File: src/rtl/core/esfb_pkg.sv
// Shared types, constants and functions of the encrypted sensor frame builder.
// No dependencies; every other file of the block refers to it by scoped names.
package esfb_pkg;

    localparam int unsigned FRAME_LEN   = 21;
    localparam int unsigned PAYLOAD_LEN = 16;
    localparam int unsigned POS_W       = 5;
    localparam int unsigned PAY_IDX_W   = 4;

    localparam logic [7:0]  NET_BYTE      = 8'hA1;
    localparam logic [7:0]  PAD_BYTE      = 8'h00;
    localparam logic [15:0] CRC_POLY      = 16'hA001;
    localparam logic [15:0] CRC_INIT      = 16'hFFFF;
    localparam logic [31:0] SEED_ZERO_SUB = 32'hA5A5A5A5;

    localparam logic [31:0] KEY_RESET   = 32'h496F5432;
    localparam logic [7:0]  ID_RESET    = 8'h01;
    localparam logic [15:0] NONCE_RESET = 16'h0000;

    // frame positions
    localparam logic [POS_W-1:0] POS_NET       = 5'd0;
    localparam logic [POS_W-1:0] POS_NONCE_LO  = 5'd1;
    localparam logic [POS_W-1:0] POS_NONCE_HI  = 5'd2;
    localparam logic [POS_W-1:0] POS_PAY_FIRST = 5'd3;
    localparam logic [POS_W-1:0] POS_CRC_LO    = 5'd19;
    localparam logic [POS_W-1:0] POS_LAST      = 5'd20;

    // configuration register indexes
    typedef enum logic [1:0] {
        REG_KEY_WORD    = 2'd0,
        REG_SENSOR_ID   = 2'd1,
        REG_START_NONCE = 2'd2
    } esfb_reg_idx_t;

    typedef struct packed {
        logic        load;
        logic        step;
    } esfb_gen_ctrl_t;

    typedef struct packed {
        logic        init;
        logic        feed;
        logic [7:0]  data;
    } esfb_crc_ctrl_t;

    // one xorshift32 (13/17/5) step
    function automatic logic [31:0] xorshift_step(input logic [31:0] x);
        logic [31:0] v;
        v = x;
        v = v ^ (v << 13);
        v = v ^ (v >> 17);
        v = v ^ (v << 5);
        return v;
    endfunction

    // CRC16 Modbus update by one byte, reflected, LSB first
    function automatic logic [15:0] crc16_byte(input logic [15:0] crc, input logic [7:0] b);
        logic [15:0] c;
        c = crc ^ {8'h00, b};
        for (int k = 0; k < 8; k++) begin
            c = c[0] ? ((c >> 1) ^ CRC_POLY) : (c >> 1);
        end
        return c;
    endfunction

endpackage

File: src/rtl/core/esfb_if.sv
// Channel interfaces of the frame builder: sample input, frame byte output
// and configuration write. Depends on esfb_pkg for the register index type.
interface esfb_in_if;
    logic               valid;
    logic               ready;
    logic signed [14:0] temperature;
    logic [15:0]        humidity;
    logic [10:0]        pressure;
    logic [16:0]        lux;

    modport source (output valid, temperature, humidity, pressure, lux, input ready);
    modport sink   (input valid, temperature, humidity, pressure, lux, output ready);
endinterface

interface esfb_out_if;
    logic       valid;
    logic       ready;
    logic [7:0] frame_byte;
    logic [4:0] byte_index;
    logic       last;

    modport source (output valid, frame_byte, byte_index, last, input ready);
    modport sink   (input valid, frame_byte, byte_index, last, output ready);
endinterface

interface esfb_cfg_if;
    logic                   valid;
    logic                   ready;
    esfb_pkg::esfb_reg_idx_t index;
    logic [31:0]            data;

    modport source (output valid, index, data, input ready);
    modport sink   (input valid, index, data, output ready);
endinterface

File: src/rtl/core/esfb_prng.sv
// Keystream generator: xorshift32 state register, seeded per frame.
// Depends on esfb_pkg.
module esfb_prng (
    input  logic                     clk,
    input  logic                     rst_n,
    input  esfb_pkg::esfb_gen_ctrl_t ctrl,
    input  logic [31:0]              seed,
    output logic [7:0]               key_byte
);

    logic [31:0] word_reg;
    logic [31:0] word_next;
    logic [31:0] stepped;

    assign stepped  = esfb_pkg::xorshift_step(word_reg);
    assign key_byte = stepped[7:0];

    always_comb
    begin
        word_next = word_reg;
        if (ctrl.load)
        begin
            word_next = (seed == 32'h0) ? esfb_pkg::SEED_ZERO_SUB : seed;
        end
        else if (ctrl.step)
        begin
            word_next = stepped;
        end
    end

    always_ff @(posedge clk or negedge rst_n)
    begin
        if (!rst_n)
        begin
            word_reg <= 32'h0;
        end
        else
        begin
            word_reg <= word_next;
        end
    end

endmodule

File: src/rtl/core/esfb_crc.sv
// CRC16 Modbus accumulator, one byte per cycle.
// Depends on esfb_pkg.
module esfb_crc (
    input  logic                     clk,
    input  logic                     rst_n,
    input  esfb_pkg::esfb_crc_ctrl_t ctrl,
    output logic [15:0]              crc
);

    logic [15:0] crc_reg;
    logic [15:0] crc_next;

    assign crc = crc_reg;

    always_comb
    begin
        crc_next = crc_reg;
        if (ctrl.init)
        begin
            crc_next = esfb_pkg::CRC_INIT;
        end
        else if (ctrl.feed)
        begin
            crc_next = esfb_pkg::crc16_byte(crc_reg, ctrl.data);
        end
    end

    always_ff @(posedge clk or negedge rst_n)
    begin
        if (!rst_n)
        begin
            crc_reg <= esfb_pkg::CRC_INIT;
        end
        else
        begin
            crc_reg <= crc_next;
        end
    end

endmodule

File: src/rtl/core/encrypted_sensor_frame_builder_core.sv
// Encrypted sensor frame builder, top level. Uses esfb_pkg, the channel
// interfaces of esfb_if, and the esfb_prng and esfb_crc units.
//
// One sample transaction on "sample" produces 21 output transactions on
// "frame": network byte 0xA1, the nonce low then high byte, 16 payload bytes
// (id, temperature LE32 sign-extended, humidity LE16, pressure LE32, lux LE32,
// zero pad) each XORed with the low byte of the next xorshift32 word, then the
// CRC16 Modbus of bytes 0..18, low byte first, with last set on byte 20.
// The sequencer hands out one byte per cycle while the output register is
// empty or being drained (the generator is seeded and the CRC cleared at the
// accepting edge itself), paced by the single generator and the single
// byte-wide CRC unit. sample.ready is high only while no frame is being
// built; the next sample can be taken while the final CRC byte still sits
// in the output register. cfg.ready is always high; writes are meant for
// idle periods only. Writing start_nonce loads the running nonce, which
// otherwise steps by one (wrapping) per frame.
module encrypted_sensor_frame_builder_core (
    input  logic              clk,
    input  logic              rst_n,
    esfb_in_if.sink           sample,
    esfb_out_if.source        frame,
    esfb_cfg_if.sink          cfg
);

    typedef enum logic {
        ST_IDLE,
        ST_RUN
    } state_t;

    state_t                         state_reg, state_next;
    logic [esfb_pkg::POS_W-1:0]     pos_reg, pos_next;
    logic [15:0]                    nonce_reg, nonce_next;
    logic [31:0]                    key_reg, key_next;
    logic [7:0]                     id_reg, id_next;
    logic                           out_valid_reg, out_valid_next;
    logic [7:0]                     out_byte_reg, out_byte_next;
    logic [esfb_pkg::POS_W-1:0]     out_idx_reg, out_idx_next;
    logic                           out_last_reg, out_last_next;

    // payload bytes of the frame in flight, filled on sample acceptance
    logic [7:0] payload_reg [esfb_pkg::PAYLOAD_LEN];

    logic        sample_take;
    logic        emit;
    logic        in_payload;
    logic [esfb_pkg::POS_W-1:0]     pay_off;
    logic [esfb_pkg::PAY_IDX_W-1:0] pay_idx;
    logic [7:0]  key_byte;
    logic [15:0] crc;
    logic [7:0]  cur_byte;
    logic [31:0] temp_ext;
    logic [31:0] pres_ext;
    logic [31:0] lux_ext;

    esfb_pkg::esfb_gen_ctrl_t gen_ctrl;
    esfb_pkg::esfb_crc_ctrl_t crc_ctrl;

    assign sample.ready = (state_reg == ST_IDLE);
    assign cfg.ready    = 1'b1;
    assign sample_take  = sample.valid && sample.ready;

    assign frame.valid      = out_valid_reg;
    assign frame.frame_byte = out_byte_reg;
    assign frame.byte_index = out_idx_reg;
    assign frame.last       = out_last_reg;

    // a byte moves into the output register when it is empty or being drained
    assign emit = (state_reg == ST_RUN) && (!out_valid_reg || frame.ready);

    assign in_payload = (pos_reg >= esfb_pkg::POS_PAY_FIRST) &&
                        (pos_reg < esfb_pkg::POS_CRC_LO);
    assign pay_off    = pos_reg - esfb_pkg::POS_PAY_FIRST;
    assign pay_idx    = pay_off[esfb_pkg::PAY_IDX_W-1:0];

    assign temp_ext = {{17{sample.temperature[14]}}, sample.temperature};
    assign pres_ext = {21'h0, sample.pressure};
    assign lux_ext  = {15'h0, sample.lux};

    // generator: reseed on acceptance, one step per payload byte
    assign gen_ctrl.load = sample_take;
    assign gen_ctrl.step = emit && in_payload;

    esfb_prng u_prng (
        .clk      (clk),
        .rst_n    (rst_n),
        .ctrl     (gen_ctrl),
        .seed     (key_reg ^ {nonce_reg, nonce_reg}),
        .key_byte (key_byte)
    );

    // CRC covers every byte before the CRC field
    assign crc_ctrl.init = sample_take;
    assign crc_ctrl.feed = emit && (pos_reg < esfb_pkg::POS_CRC_LO);
    assign crc_ctrl.data = cur_byte;

    esfb_crc u_crc (
        .clk   (clk),
        .rst_n (rst_n),
        .ctrl  (crc_ctrl),
        .crc   (crc)
    );

    // byte at the current frame position
    always_comb
    begin
        if (pos_reg == esfb_pkg::POS_NET)
        begin
            cur_byte = esfb_pkg::NET_BYTE;
        end
        else if (pos_reg == esfb_pkg::POS_NONCE_LO)
        begin
            cur_byte = nonce_reg[7:0];
        end
        else if (pos_reg == esfb_pkg::POS_NONCE_HI)
        begin
            cur_byte = nonce_reg[15:8];
        end
        else if (in_payload)
        begin
            cur_byte = payload_reg[pay_idx] ^ key_byte;
        end
        else if (pos_reg == esfb_pkg::POS_CRC_LO)
        begin
            cur_byte = crc[7:0];
        end
        else
        begin
            cur_byte = crc[15:8];
        end
    end

    always_comb
    begin
        state_next     = state_reg;
        pos_next       = pos_reg;
        nonce_next     = nonce_reg;
        key_next       = key_reg;
        id_next        = id_reg;
        out_valid_next = out_valid_reg;
        out_byte_next  = out_byte_reg;
        out_idx_next   = out_idx_reg;
        out_last_next  = out_last_reg;

        if (frame.valid && frame.ready)
        begin
            out_valid_next = 1'b0;
        end

        if (cfg.valid && cfg.ready)
        begin
            unique case (cfg.index)
                esfb_pkg::REG_KEY_WORD:    key_next   = cfg.data;
                esfb_pkg::REG_SENSOR_ID:   id_next    = cfg.data[7:0];
                esfb_pkg::REG_START_NONCE: nonce_next = cfg.data[15:0];
                default:                   ;
            endcase
        end

        unique case (state_reg)
            ST_IDLE:
            begin
                if (sample_take)
                begin
                    state_next = ST_RUN;
                    pos_next   = esfb_pkg::POS_NET;
                end
            end
            ST_RUN:
            begin
                if (emit)
                begin
                    out_valid_next = 1'b1;
                    out_byte_next  = cur_byte;
                    out_idx_next   = pos_reg;
                    out_last_next  = (pos_reg == esfb_pkg::POS_LAST);
                    if (pos_reg == esfb_pkg::POS_LAST)
                    begin
                        state_next = ST_IDLE;
                        pos_next   = esfb_pkg::POS_NET;
                        nonce_next = nonce_reg + 16'd1;
                    end
                    else
                    begin
                        pos_next = pos_reg + 5'd1;
                    end
                end
            end
            default:
            begin
                state_next = ST_IDLE;
            end
        endcase
    end

    always_ff @(posedge clk or negedge rst_n)
    begin
        if (!rst_n)
        begin
            state_reg     <= ST_IDLE;
            pos_reg       <= esfb_pkg::POS_NET;
            nonce_reg     <= esfb_pkg::NONCE_RESET;
            key_reg       <= esfb_pkg::KEY_RESET;
            id_reg        <= esfb_pkg::ID_RESET;
            out_valid_reg <= 1'b0;
            out_byte_reg  <= 8'h00;
            out_idx_reg   <= esfb_pkg::POS_NET;
            out_last_reg  <= 1'b0;
        end
        else
        begin
            state_reg     <= state_next;
            pos_reg       <= pos_next;
            nonce_reg     <= nonce_next;
            key_reg       <= key_next;
            id_reg        <= id_next;
            out_valid_reg <= out_valid_next;
            out_byte_reg  <= out_byte_next;
            out_idx_reg   <= out_idx_next;
            out_last_reg  <= out_last_next;
        end
    end

    // payload capture, little-endian fields
    always_ff @(posedge clk)
    begin
        if (sample_take)
        begin
            payload_reg[0]  <= id_reg;
            payload_reg[1]  <= temp_ext[7:0];
            payload_reg[2]  <= temp_ext[15:8];
            payload_reg[3]  <= temp_ext[23:16];
            payload_reg[4]  <= temp_ext[31:24];
            payload_reg[5]  <= sample.humidity[7:0];
            payload_reg[6]  <= sample.humidity[15:8];
            payload_reg[7]  <= pres_ext[7:0];
            payload_reg[8]  <= pres_ext[15:8];
            payload_reg[9]  <= pres_ext[23:16];
            payload_reg[10] <= pres_ext[31:24];
            payload_reg[11] <= lux_ext[7:0];
            payload_reg[12] <= lux_ext[15:8];
            payload_reg[13] <= lux_ext[23:16];
            payload_reg[14] <= lux_ext[31:24];
            payload_reg[15] <= esfb_pkg::PAD_BYTE;
        end
    end

endmodule

File: src/flat_wrapper.sv
// flat-port wrapper written by rule: the top's interface ports become plain ports
module encrypted_sensor_frame_builder_core_flat 
  (clk, rst_n, sample_valid, sample_temperature, sample_humidity, sample_pressure, sample_lux, sample_ready, frame_valid, frame_frame_byte, frame_byte_index, frame_last, frame_ready, cfg_valid, cfg_index, cfg_data, cfg_ready);
  esfb_in_if sample_i ();
  esfb_out_if frame_i ();
  esfb_cfg_if cfg_i ();
  input  logic clk;
  input  logic rst_n;
  input wire logic [$bits(sample_i.valid)-1:0] sample_valid;
  input wire logic [$bits(sample_i.temperature)-1:0] sample_temperature;
  input wire logic [$bits(sample_i.humidity)-1:0] sample_humidity;
  input wire logic [$bits(sample_i.pressure)-1:0] sample_pressure;
  input wire logic [$bits(sample_i.lux)-1:0] sample_lux;
  output wire logic [$bits(sample_i.ready)-1:0] sample_ready;
  output wire logic [$bits(frame_i.valid)-1:0] frame_valid;
  output wire logic [$bits(frame_i.frame_byte)-1:0] frame_frame_byte;
  output wire logic [$bits(frame_i.byte_index)-1:0] frame_byte_index;
  output wire logic [$bits(frame_i.last)-1:0] frame_last;
  input wire logic [$bits(frame_i.ready)-1:0] frame_ready;
  input wire logic [$bits(cfg_i.valid)-1:0] cfg_valid;
  input wire logic [$bits(cfg_i.index)-1:0] cfg_index;
  input wire logic [$bits(cfg_i.data)-1:0] cfg_data;
  output wire logic [$bits(cfg_i.ready)-1:0] cfg_ready;
  assign sample_i.valid = sample_valid;
  assign sample_i.temperature = sample_temperature;
  assign sample_i.humidity = sample_humidity;
  assign sample_i.pressure = sample_pressure;
  assign sample_i.lux = sample_lux;
  assign sample_ready = sample_i.ready;
  assign frame_valid = frame_i.valid;
  assign frame_frame_byte = frame_i.frame_byte;
  assign frame_byte_index = frame_i.byte_index;
  assign frame_last = frame_i.last;
  assign frame_i.ready = frame_ready;
  assign cfg_i.valid = cfg_valid;
  assign cfg_i.index = cfg_index;
  assign cfg_i.data = cfg_data;
  assign cfg_ready = cfg_i.ready;
  encrypted_sensor_frame_builder_core u_core (.clk(clk), .rst_n(rst_n), .sample(sample_i), .frame(frame_i), .cfg(cfg_i));
endmodule
File: config.mk
export PLATFORM = sky130hd
export DESIGN_NAME = encrypted_sensor_frame_builder_core_flat
export DESIGN_NICKNAME = d
export VERILOG_FILES = /design/src/rtl/core/esfb_pkg.sv /design/src/rtl/core/esfb_if.sv /design/src/rtl/core/esfb_prng.sv /design/src/rtl/core/esfb_crc.sv /design/src/rtl/core/encrypted_sensor_frame_builder_core.sv /design/src/flat_wrapper.sv
export SDC_FILE = /design/constraint.sdc
export NUM_CORES = 1
export LEC_CHECK = 0
export ABC_CLOCK_PERIOD_IN_PS = 3700
export BUFFER_PORTS_ARGS = -buffer_cell sky130_fd_sc_hd__clkbuf_2
export CAP_MARGIN = 20
export CORE_ASPECT_RATIO = 1.25
export CORE_MARGIN = 2
export CORE_UTILIZATION = 40
export CTS_CLUSTER_DIAMETER = 50
export DETAILED_ROUTE_END_ITERATION = 10
export SETUP_SLACK_MARGIN = 0.2
export SLEW_MARGIN = 30
export SYNTH_ARGS = -nofsm -noshare
export SYNTH_HDL_FRONTEND = slang
export SYNTH_SLANG_ARGS = --single-unit
File: constraint.sdc
create_clock -name clk -period 3.7 [get_ports clk]
set_input_delay 0.37 -clock clk [delete_from_list [all_inputs] [get_ports clk]]
set_output_delay 0.37 -clock clk [all_outputs]
set_load 0.1 [all_outputs]
==> results.ini, run 1 <==
[synthesis]
syn_avg_cell_area_um2=11.0
synthTopCellsByArea=dfrtp_1 (22%), edfxtp_1 (19%), dfstp_2 (8.1%)
synth_fp_nets=1053
synth_top_area_share_pct=22.4
ys.flop_type=dfrtp_1
ys_ff_latch=192
yosysSeqAreaShare_pct=49.8
netlist_instances=950
ys_types=67
synth_top_cell_by_area=dfrtp_1
netlist_area_mm2=0.0104
postSynth.asyncResetShare_pct=65.1
yosysWarnings=0
synth-edff-count=67

[timing]
period_needed_ns=3.49
slew-limit-headroom_pct=50.5
slew_viol_final=0
tightestPinTransition_ns=0.740
final-setup-viol-count=0
finClkSkew_ns=0.0119
max_freq_mhz=286
postLayoutSetupSlackWorst_ns=0.209
hold_viol=0
rsz0062_at_grt=yes
tns_ns=0
fin_hold_ws_ns=0.0910
min_period_over_period_pct=94.4

[clock_network]
cts-root-buf=clkbuf_16
insertion_delay_ns=0.45
htree_levels=4
clk_pin_slew_worst_paths_ns=0.08
cts_tree=done
cts-buffers-inserted=17
cts_buffer_depth=2
cts_sinks=192

[cells_and_area]
finalNonFillerCells=1440
layout-drive-gt1-share_pct=31.8
postLayoutCellArea_mm2=0.0124
largest_register_ffs=67
layout.nets=1190
synthToLayoutAreaGrowth_pct=19.6
antenna_cells=0

[drt]
first_iter_violations=519
final_antenna_net_count=0
routed_wl_um=27500
wl_per_cell_um=19.1
dr.pass1.iters=4
post-route-drc-count=0
via_per_inst=5.30
vias=7636

[setup_path]
path_cells=buf_4 > buf_4 > a211oi_4 > mux2i_2 > buf_4 > nand2_1 > o32ai_2 > nor3_4 > xnor2_2 > xor3_2 > xnor2_2 > buf_4 > xnor3_1 > a21oi_2
crit_buf_inv=4
cp.required_ns=4.09
cp-end-kind=register
path_class=reg -> reg
worstPathArrival_ns=3.88
crit_fanout=8
critical_path.top_delay_family=XOR/XNOR gates
slowest_delay_ns=0.40
cp_slowest_cell=dfrtp_1
start_kind=register
cp_common_cell=buf_4

[min_path]
min_path_type=in -> reg

[placed_design]
dpl.hpwl_um=20700
placed_cells=1394
port_buffers=113
place_area_mm2=0.0116
gp_routability_congestion=0.896
dpl_worst_slack_ns=-0.00362

[power_and_ir_drop]
ir_drop_uv=793
p_per_area_mw_per_mm2=1090
p_leak_nw=5.03

[floorplan]
die_h_um=184
io_pins=115
die_area_mm2=0.0273
coreArea_mm2=0.0258
start_util_pct=40.4
die_w_um=148
num_rows=66

[global_routing]
grt_max_degree=65
grt_pass1_wl_um=43300
grt_pass1_vias=7659
antenna_found_initial=0
grt-ovfl-total=0
groute.usage.overall_pct=20.9

[flow_run]
maxCapViolations=0

[outcome]
status=complete, no violations

metal layers:
| metal | vias up | share of wire [%] | global-route usage [%] |
|---|---|---|---|
| met5 | - | 0 | 0 |
| met1 | 3742 | 43 | 27.3 |
| met4 | 0 | 3.0 | 8.08 |
| met3 | 46 | 3.7 | 3.04 |
| met2 | 201 | 50 | 35.3 |
| li1 | 3647 | - | - |
area by class of cell:
class                           instances  area [µm²]
Fill cell                            2386       13300
Tap cell                              340         425
Multi-Input combinational cell        683        5080
Inverter                               10        40.0
Sequential cell                       192        5180
Clock buffer                           18         429
Clock inverter                         14         145
Timing Repair Buffer                  183        1140
where the power goes:
group / internal (mW) / switching (mW) / total (mW)
combinational: 4.23 / 4.14 / 8.37
clock: 0.952 / 0.868 / 1.82
sequential: 2.80 / 0.617 / 3.41
total: 7.98 / 5.63 / 13.6
cell usage after synthesis (6+ instances only):
cell type and instances:
nor3_1 24, nand3b_1 6, a221o_1 9, mux2i_1 22, xor2_1 46, buf_4 6
mux2_2 48, mux4_2 10, o22ai_1 13, a211oi_1 8, edfxtp_1 67, a31oi_1 15
clkbuf_1 49, dfrtp_1 93, nand3_1 24, a21oi_1 48, xnor2_1 88, nor2_1 88
inv_1 10, dfstp_2 32, nor2b_1 6, nand2_1 88, and3_1 13, or3_1 8
o21ai_0 35
worst paths after layout:
check                                      start                         end  slack [ns]  cells after the start
setup / recovery               u_core.pos_reg[1]         u_core.u_crc.crc[0]        0.21                     14
hold / removal             sample_temperature[8]    u_core.payload_reg[2][0]        0.09                      1
setup reg to reg               u_core.pos_reg[1]         u_core.u_crc.crc[0]        0.21                     14
hold reg to reg                 u_core.id_reg[5]    u_core.payload_reg[0][5]        0.44                      0
max in group asynchronous                  rst_n          u_core.key_reg[14]        2.45                      3
min in group asynchronous                  rst_n  u_core.u_prng.word_reg[31]        0.49                      2
through the flow:
stage,util [%],total power [mW]
CTS,47.6,12.9
floorplan,-,9.02
detailed placement,45.0,10.8
finish,48.3,13.6
global placement,45.0,10.7
global route,48.3,14.4
cells in the final DEF, fill, tap and decap left out, types with 7 or more instances in the layout:
cell type    n
dfrtp_1     91
nor3_1      24
or3_1        8
buf_4       65
inv_1        8
a31oi_1     12
edfxtp_1    67
mux2_2      46
xor2_1      46
and3_1      13
o21ai_0     35
clkbuf_2   112
mux4_2      10
a211oi_1     8
xnor2_1     83
a221o_1      9
dfstp_2     32
nand2_1     87
a21oi_1     46
nand3_1     23
clkbuf_16   17
mux2i_1     19
nor2_1      87
o22ai_1     12
xnor2_2      7
kinds of logic (layout without fill, tap and decap cells):
| kind of cell | count (synthesis) | in the layout | share of synthesized area [%] |
|---|---|---|---|
| AND/OR/NAND/NOR | 282 | 282 | 12.6 |
| buffers and inverters | 75 | 225 | 3.19 |
| AO/OA/AOI/OAI | 168 | 168 | 10.5 |
| adder cells (fa/ha/maj) | 5 | 5 | 0.601 |
| multiplexers | 81 | 81 | 9.62 |
| flip-flops | 192 | 192 | 49.8 |
| other | 1 | 1 | 0.0360 |
| XOR/XNOR | 146 | 146 | 13.6 |
what timing repair did:
action                                  4_1_cts  5_1_grt
endpoints found under the setup margin        2        3
buffers inserted                              6        7
resized for setup                            11       23
endpoints found under the hold margin         0       48
hold buffers                                  0        1
pin swaps                                    11        7
Note: power is estimated with default switching activity, not from simulation.
==> run 2: changes to the inputs <==
--- a/config.mk
+++ b/config.mk
@@ -8,7 +8,7 @@
 export ABC_CLOCK_PERIOD_IN_PS = 3700
 export BUFFER_PORTS_ARGS = -buffer_cell sky130_fd_sc_hd__clkbuf_2
 export CAP_MARGIN = 20
-export CORE_ASPECT_RATIO = 1.25
+export CORE_ASPECT_RATIO = 1.5
 export CORE_MARGIN = 2
 export CORE_UTILIZATION = 40
 export CTS_CLUSTER_DIAMETER = 50
==> run 2 against run 1 <==
Effect of this change:
- maximum frequency down 0.17%
- non-clock buffer count increased by 14
- core utilization is 0.99 points higher
- largest cell class unchanged
- critical endpoint unchanged
- critical path type unchanged
- wire length is 4.8% higher
- combinational power grew 8.4%
- sequential share of layout area fell by 0.69 points
==> results.ini, run 2 (synthesis gave the netlist of run 1 again) <==
[cells_and_area]
antenna_cells=0  ; unchanged
layout.nets=1204  ; +1.2%
mostFrequentLayoutCells=clkbuf_2 (112), dfrtp_1 (91), nand2_1 (88), nor2_1 (87), xnor2_1 (86)
fillCellCount=2349  ; -1.6%
largest_register_ffs=67  ; unchanged
multi_input_area_mm2=0.00510  ; +0.42%
synthToLayoutAreaGrowth_pct=21.6
seqCellArea_mm2=0.00518  ; unchanged
fin_util_pct=49.3  ; +0.99 points
layout-drive-gt1-share_pct=32.6  ; +0.77 points
finalNonFillerCells=1447  ; +0.49%
final_common_cell=clkbuf_2

[timing]
slew_viol_final=0  ; unchanged
final-setup-viol-count=0  ; unchanged
postLayoutSetupSlackWorst_ns=0.203  ; -0.00578 ns
tns_ns=0  ; unchanged
hold_viol=0  ; unchanged
max_freq_mhz=286  ; -0.17%
period_needed_ns=3.50  ; +0.00577 ns
rsz0062_at_grt=yes
min_period_over_period_pct=94.5  ; +0.16 points
tightestPinTransition_ns=0.838  ; +0.0978 ns
slew-limit-headroom_pct=43.7  ; -6.7 points
finClkSkew_ns=0.0349  ; +0.0230 ns

[power_and_ir_drop]
p_total_mw=14.4  ; +5.7%
p_per_area_mw_per_mm2=1140  ; +3.9%
internal_power_mw=8.55  ; +7.1%
seqPwrFrac_pct=23.8  ; -1.3 points
clkPwrFrac_pct=13.1  ; -0.3 points
sw_frac_of_total_pct=40.6  ; -0.79 points
switching_power_mw=5.83  ; +3.7%
pwr-share-comb_pct=63.0  ; +1.5 points
ir_drop_uv=981  ; +24%
p_leak_nw=5.12  ; +2.0%

[floorplan]
die_w_um=136  ; -8.5%
die_area_mm2=0.0274  ; about the same
io_pins=115  ; unchanged
die_h_um=202  ; +9.3%
start_util_pct=40.5  ; +0.14 points
coreArea_mm2=0.0257  ; -0.35%
num_rows=72  ; +9.1%

[setup_path]
start_kind=register
crit_fanout=6  ; -2
cp-end-kind=register
path_class=reg -> reg
worstPathArrival_ns=3.87  ; about the same
cp.required_ns=4.07  ; -0.02 ns

[global_routing]
grt-ovfl-total=0  ; unchanged
grt_max_degree=126  ; +94%
grt_pass1_wl_um=44100  ; +1.9%
groute.usage.overall_pct=21.6  ; +0.70 points
grt_pass1_vias=7814  ; +2.0%
antenna_found_initial=0  ; unchanged

[drt]
post-route-drc-count=0  ; unchanged
via_per_inst=5.39  ; +1.7%
routed_wl_um=28900  ; +4.8%
wl_per_cell_um=20.0  ; +4.3%
dr.pass1.iters=5  ; +1
vias=7805  ; +2.2%
final_antenna_net_count=0  ; unchanged
first_iter_violations=621  ; +20%

[clock_network]
clk_pin_slew_worst_paths_ns=0.08  ; about the same
htree_levels=4  ; unchanged
cts-buffers-inserted=17  ; unchanged
insertion_delay_ns=0.47  ; +0.02 ns
cts_buffer_depth=2  ; unchanged
cts_tree=done
cts_sinks=192  ; unchanged
cts-root-buf=clkbuf_16

[placed_design]
dpl_worst_slack_ns=0.0223  ; +0.0259 ns
port_buffers=113  ; unchanged
dpl.hpwl_um=21300  ; +2.6%
gp_routability_congestion=0.884  ; -1.4%
placed_cells=1374  ; -1.4%

[outcome]
status=complete, no violations

[min_path]
min_path_type=in -> async

[flow_run]
maxCapViolations=0  ; unchanged

## run 2: cell types whose count changed in the layout (fill, tap and decap cells not counted), moves of 2 or more
cell      change
clkbuf_1      +2
inv_6         -2
mux2i_2       -2
buf_12        +2
inv_4         -2
a31oi_2       +2
buf_4         +2
buf_6        +10
xnor2_1       +3
xnor2_2       -3
## run 2: metal layers
| layer | vias up | wire length [µm] | GRT usage [%] |
|---|---|---|---|
| met5 | - | 0 | 0 |
| met1 | 3814 | 11300 | 25.6 |
| met3 | 78 | 1110 | 2.90 |
| met2 | 239 | 15000 | 37.4 |
| li1 | 3674 | - | - |
| met4 | 0 | 1490 | 12.1 |
## run 2: stage by stage
step / instance area, µm² / hold slack (ns)
global placement: 11500 / 0.426
global route: 12700 / 0.0729
floorplan: 10400 / 0.0744
CTS: 12500 / 0.0697
finish: 12700 / 0.0271
detailed placement: 11500 / 0.433
## run 2: layout make-up
class | count | area share [%]
inverters | 10 | 0.316
well taps | 333 | 3.29
flip-flops and latches | 192 | 40.9
multi-input cells | 683 | 40.3
clock buffers | 22 | 3.76
clock inverters | 10 | 0.979
repair buffers | 197 | 10.4
## run 2: path summary, 6_finish.rpt
| check | startpoint | end | slack (ns) | cells after the start |
|---|---|---|---|---|
| worst min register to register | u_core.id_reg[7] | u_core.payload_reg[0][7] | 0.45 | 0 |
| worst max register to register | u_core.pos_reg[1] | u_core.u_crc.crc[0] | 0.20 | 13 |
| worst min-delay path | rst_n | u_core.u_prng.word_reg[16] | 0.03 | 2 |
| max in group asynchronous | rst_n | u_core.u_prng.word_reg[17] | 3.13 | 2 |
| min in group clk | sample_lux[6] | u_core.payload_reg[11][6] | 0.08 | 1 |
| worst max-delay path | u_core.pos_reg[1] | u_core.u_crc.crc[0] | 0.20 | 13 |
## run 2: power groups by stage
| stage | combinational, mW | sequential, mW | clock, mW |
|---|---|---|---|
| floorplan | 5.44 | 3.58 | 0 |
| global placement | 7.08 | 3.44 | 0 |
| detailed placement | 7.16 | 3.45 | 0 |
| CTS | 8.32 | 3.41 | 1.92 |
| global route | 9.72 | 3.48 | 2.00 |
| finish | 9.07 | 3.42 | 1.89 |
## run 2: critical path, stage by stage (launching register included)
cell,delay (ns)
dfrtp_1,0.38
inv_2,0.06
ha_4,0.29
buf_8,0.13
mux4_2,0.48
mux2_4,0.30
mux2i_4,0.19
xnor2_2,0.09
a31oi_2,0.24
xnor2_1,0.18
xor3_2,0.36
xor2_4,0.21
xnor3_1,0.35
a21oi_2,0.13
## run 2: repair_timing
item                                    in CTS  in global routing
buffers inserted                            32                  9
endpoints found under the hold margin        0                  0
cloned                                       0                  0
resized for setup                           25                 27
endpoints found under the setup margin       2                  5
pin swaps                                   17                 13
hold buffers                                 0                  0
